==> src/design/swmm_pkg.sv <==
// Shared types and constants for the sliding-window min/max block.
package swmm_pkg;

  // Width of the window length register
  localparam int CFG_BITS = 11;

  // Commands from the controller to the datapath
  typedef struct packed {
    logic accept;    // latch the incoming sample, update running state
    logic rd_tail;   // read queues at the tail pointer (else at the head)
    logic pop_head;  // drop expired entries from the queue heads
    logic pop_tail;  // drop dominated entries from the queue tails
    logic push;      // write the sample at the queue tails
    logic finish;    // hand off the result, restart the stream on last
  } swmm_cmd_t;

  // Status from the datapath to the controller
  typedef struct packed {
    logic head_pop_any;  // some queue dropped its head this cycle
    logic tail_pop_any;  // some queue dropped its tail this cycle
    logic has_result;    // the current sample produces a result
    logic out_busy;      // output register is full and not being taken
  } swmm_status_t;

endpackage

==> src/design/swmm_ctrl.sv <==
// Sequencer for one sample: head drops, tail drops, push, head read, result.
module swmm_ctrl (
  input  logic                   clk,
  input  logic                   rst_n,
  input  logic                   in_valid,
  output logic                   in_ready,
  input  swmm_pkg::swmm_status_t st,
  output swmm_pkg::swmm_cmd_t    cmd
);

  localparam logic [2:0] S_IDLE   = 3'd0;
  localparam logic [2:0] S_HEAD   = 3'd1;
  localparam logic [2:0] S_TAIL   = 3'd2;
  localparam logic [2:0] S_PUSH   = 3'd3;
  localparam logic [2:0] S_READ   = 3'd4;
  localparam logic [2:0] S_RESULT = 3'd5;

  logic [2:0] state_r, state_nxt;

  // Next state and commands
  always_comb begin
    state_nxt = state_r;
    cmd       = '0;
    in_ready  = 1'b0;
    unique case (state_r)
      S_IDLE: begin
        in_ready = 1'b1;
        if (in_valid) begin
          cmd.accept = 1'b1;
          state_nxt  = S_HEAD;
        end
      end
      S_HEAD: begin
        cmd.pop_head = 1'b1;
        cmd.rd_tail  = !st.head_pop_any;
        if (!st.head_pop_any) state_nxt = S_TAIL;
      end
      S_TAIL: begin
        cmd.pop_tail = 1'b1;
        cmd.rd_tail  = 1'b1;
        if (!st.tail_pop_any) state_nxt = S_PUSH;
      end
      S_PUSH: begin
        cmd.push  = 1'b1;
        state_nxt = S_READ;
      end
      S_READ: begin
        state_nxt = S_RESULT;
      end
      S_RESULT: begin
        // hold while a result is due and the output register is still occupied
        if (!(st.has_result && st.out_busy)) begin
          cmd.finish = 1'b1;
          state_nxt  = S_IDLE;
        end
      end
      default: begin
        state_nxt = S_IDLE;
      end
    endcase
  end

  always_ff @(posedge clk) begin
    if (!rst_n) begin
      state_r <= S_IDLE;
    end else begin
      state_r <= state_nxt;
    end
  end

endmodule

==> config.mk <==
export PLATFORM = sky130hd
export DESIGN_NAME = swmm_ctrl
export DESIGN_NICKNAME = d
export VERILOG_FILES = /design/src/design/swmm_pkg.sv /design/src/design/swmm_ctrl.sv
export SDC_FILE = /design/constraint.sdc
export NUM_CORES = 1
export LEC_CHECK = 0
export ABC_AREA = 0
export CORE_AREA = 2 2 39 41
export DETAILED_ROUTE_END_ITERATION = 8
export DIE_AREA = 0 0 41 43
export DONT_BUFFER_PORTS = 1
export GPL_ROUTABILITY_DRIVEN = 1
export GPL_TIMING_DRIVEN = 0
export SLEW_MARGIN = 30
export SYNTH_ARGS = -nofsm -noshare
export SYNTH_HDL_FRONTEND = slang
export SYNTH_SLANG_ARGS = --single-unit
==> constraint.sdc <==
create_clock -name clk -period 1.05 [get_ports clk]
set_input_delay 0.1575 -clock clk [delete_from_list [all_inputs] [get_ports clk]]
set_output_delay 0.1575 -clock clk [all_outputs]
set_load 0.01 [all_outputs]
==> metrics list <==
- The flow ran to the end, but the final reports show violations.
- Of the cells placed in the final design, the portion with a size suffix greater than 1 is a little under 70%.
- Maximum vdd ir drop: between 0.5 and 0.6 mV
* Post-detailed-route via-to-cell ratio: just over 4
* Register name with the most flops: state_r
* Final cell count without fillers: 54
- Post-detailed-route count of antenna-violating nets: 0
- The library cell used most frequently in the layout, excluding fill and tap cells, is buf_4.
- Worst Setup EP: cmd[4]
* Final count of pins violating max slew: 0
- Max-cap viol count: 0
- Clock tree synthesis found a total of 3 sinks.
- Remaining routing DRC violations: 0
- Die extent in x: ~40 µm
- In this run the cell area measured after placement is approximately 240 µm².
* Worst slew margin relative to its limit: a little under nine tenths
- Final weighted congestion in routability-driven placement: roughly 0.7
- Part of the cycle the worst path needs: 123%
- In the final layout, the multi-input gates occupy 201 µm².
- The synthesized netlist devotes 45.3% of its cell area to simple gates.
* Synthesized instance count: 26
* Source-to-sink clock delay at the later pin of the worst-skew pair: around 230 ps
- Final setup TNS: -1000 ps
* Fill cell count: around 140
- The final hold violation count was 0.
* Top area cells in the synthesized netlist: dfxtp_1 (28%), nor3b_1 (7.1%), and2_1 (5.9%)
- After Yosys synthesis, full adders, half adders and majority gates account for 0% of the synthesized area.
- Total nets after synthesis: 33
- Library cell with the largest summed area after synthesis: dfxtp_1
* Reg-to-reg slack, setup: -120 ps
* Core Box Area: approximately 1400 µm²
- After synthesis, the netlist uses 20 different library cells.
- After detailed routing, the average wire length per cell comes to 10.7 µm.
- Combinational family with the most area after synthesis: simple AND/OR/NAND/NOR gates
* Startpoint of the most critical register-to-register path: state_r[0]$_SDFFE_PN0P_
* Via count: approximately 220
- The die covers around 1800 µm².
- For this design the ratio of total power to cell area is roughly 1300 nW/µm².
* CP endpoint kind: output port
- The register with the most flip-flops in the layout has 3 of them.
- During synthesis, Yosys emitted a total of 0 warnings.
- Minimum clock period after layout: about 1300 ps
* Unrepaired setup endpoints after global routing: true
- The largest registers in the layout are state_r (3).
- Summing the areas of all compound-gate instances in the mapped netlist gives between 10% and 20% of the synthesized area.
* Sum of routed wire length over all layers: about 580 µm
- Across all hold checks on the routed design, the worst slack comes to 54.7 ps.
* Length of the first detailed-routing pass in iterations: 2
- Nets@finish: 46
- Post-route cell area: ~400 µm²
- The area growth from synthesis to layout is 85.3%.
- I/O pins: 14
- At the worst endpoint, the required time is around 890 ps.
- The number of antenna violations at the first check in global routing came to 0.
- Row count: 14
* Seq/Total Area, Yosys: ~28%
* Clock Tree Root: clkbuf_4
- In this run, synthesis produced a sequential element count of 3.
- Number of port buffers: 0
* Crit start category: flop
- Leaving out fill and tap cells, the most frequent cells in the layout are buf_4 (8), clkbuf_4 (3).
* Proportion of synthesized area in mux cells: 0%
* H-tree lvl count: 1
* Die outline height: 43 µm
- Across all setup checks in the final design, the least slack found is -245 ps.
- For this design the static power due to leakage is around 0.16 nW.
* Critical Path Fanout Max: 6
* Worst Path Class, Setup: reg2out
* HPWL reported at the end of detailed placement: approximately 390 µm
* Launching instance or port of the critical path: state_r[1]$_SDFFE_PN0P_
- In this run the mean area of a mapped cell was around 8 µm².
- Counting cells, the worst reg-to-reg path comes to 4.
- For this design, the CTS-stage hold fixing added 0 buffers.
- Global routing finished with a remaining overflow of 0.
- The repair_antennas step left the layout with diodes totalling 0.
- Setup violations remaining at the end of the flow were counted as 8.
- Clock transition at the registers of the reported paths: 30 ps
- Placed cell count: 42
- The checks that failed: negative setup slack.
- Based on the critical path, the design can be clocked at up to approximately 0.77 GHz.
- For the final database, setup skew stands at roughly 1.8 ps.
* Hold Crit Class: in2reg
- Entering global routing, the biggest net connects 9 pins.
- Slew at the pin with the worst max-slew slack: around 220 ps
- XOR/XNOR Fraction of Synth Area: 0%
- Bufs on Longest Clock Path: 2
- Registers take roughly 64 µm².
- Number of global-route vias before repair: about 220
- Clock tree from TritonCTS: built
* Clock buffers created by TritonCTS: 3
* Yosys top cell area share: 28.2%
* DP Worst Slack: -134 ps
- Overall global routing resource usage: under 10%
* Data arrival at the endpoint of the critical path: 1140 ps
- The detailed router finished its first iteration with 2 violations.
- The first global-routing pass estimated just over 900 µm of wire.
- In this run the critical register-to-register path is captured at state_r[0]$_SDFFE_PN0P_.
- In this run the cell area of the synthesized design comes to 213 µm².
* Starting Density: between 10% and 20%
-- cells by family after synthesis --
group,after synthesis
compound gates,6
buf+inv,2
flops,3
simple gates,15
-- Yosys cell counts (all sizes together) --
library cell and number:
nor3b 2, nand2 2, and2 2, nor3 1, dfxtp 3, o21a 1
or4 1, nand2b 1, o31ai 1, a21oi 3, and3b 1, buf 2
nor2 1, or3b 1, or2b 1, a31oi 1, nor2b 1, nand3 1
-- power by group --
group          switching, mW  internal [mW]  total [mW]
registers            0.00859          0.123       0.132
clock network         0.0547          0.142       0.197
logic                 0.0727         0.0966       0.169
total                  0.136          0.362       0.498
-- worst min path at each step --
stage               depth (start not counted)  startpoint                 endpoint
floorplan                                   1       rst_n  state_r[2]$_SDFFE_PN0P_
global placement                            1       rst_n  state_r[2]$_SDFFE_PN0P_
detailed placement                          1       rst_n  state_r[2]$_SDFFE_PN0P_
CTS                                         1       rst_n  state_r[2]$_SDFFE_PN0P_
global route                                1       rst_n  state_r[2]$_SDFFE_PN0P_
finish                                      1       rst_n  state_r[2]$_SDFFE_PN0P_
-- critical path, stage by stage, from the launching register on --
cell and delay, ps:
dfxtp_4 350, or3b_4 380, a21oi_4 170
-- cell type report --
type                            instances  area share, %
Multi-Input combinational cell         21           51.1
Sequential cell                         3           16.2
Timing Repair Buffer                    8           15.2
Clock buffer                            4           6.67
Buffer                                  2           5.71
Tap cell                               16           5.08
-- stage by stage --
step / utilization, % / power, mW
floorplan: - / 0.213
global placement: 17.3 / 0.225
detailed placement: 17.3 / 0.226
CTS: 25.9 / 0.496
global route: 28.5 / 0.532
finish: 28.5 / 0.498
-- metal layers --
metal,up-vias,global-route usage (%),wire (µm)
met2,9,9.38,259
met3,0,5.24,79
met5,-,0,0
li1,117,-,-
met4,0,6.00,0
met1,97,9.97,241
-- repair_timing --
item / 4_1_cts / 5_1_grt
resized for setup: 13 / 3
buffers inserted: 5 / 3
setup endpoints to repair: 10 / 9
pin swaps: 7 / 3
Note: power is estimated with default switching activity, not from simulation.
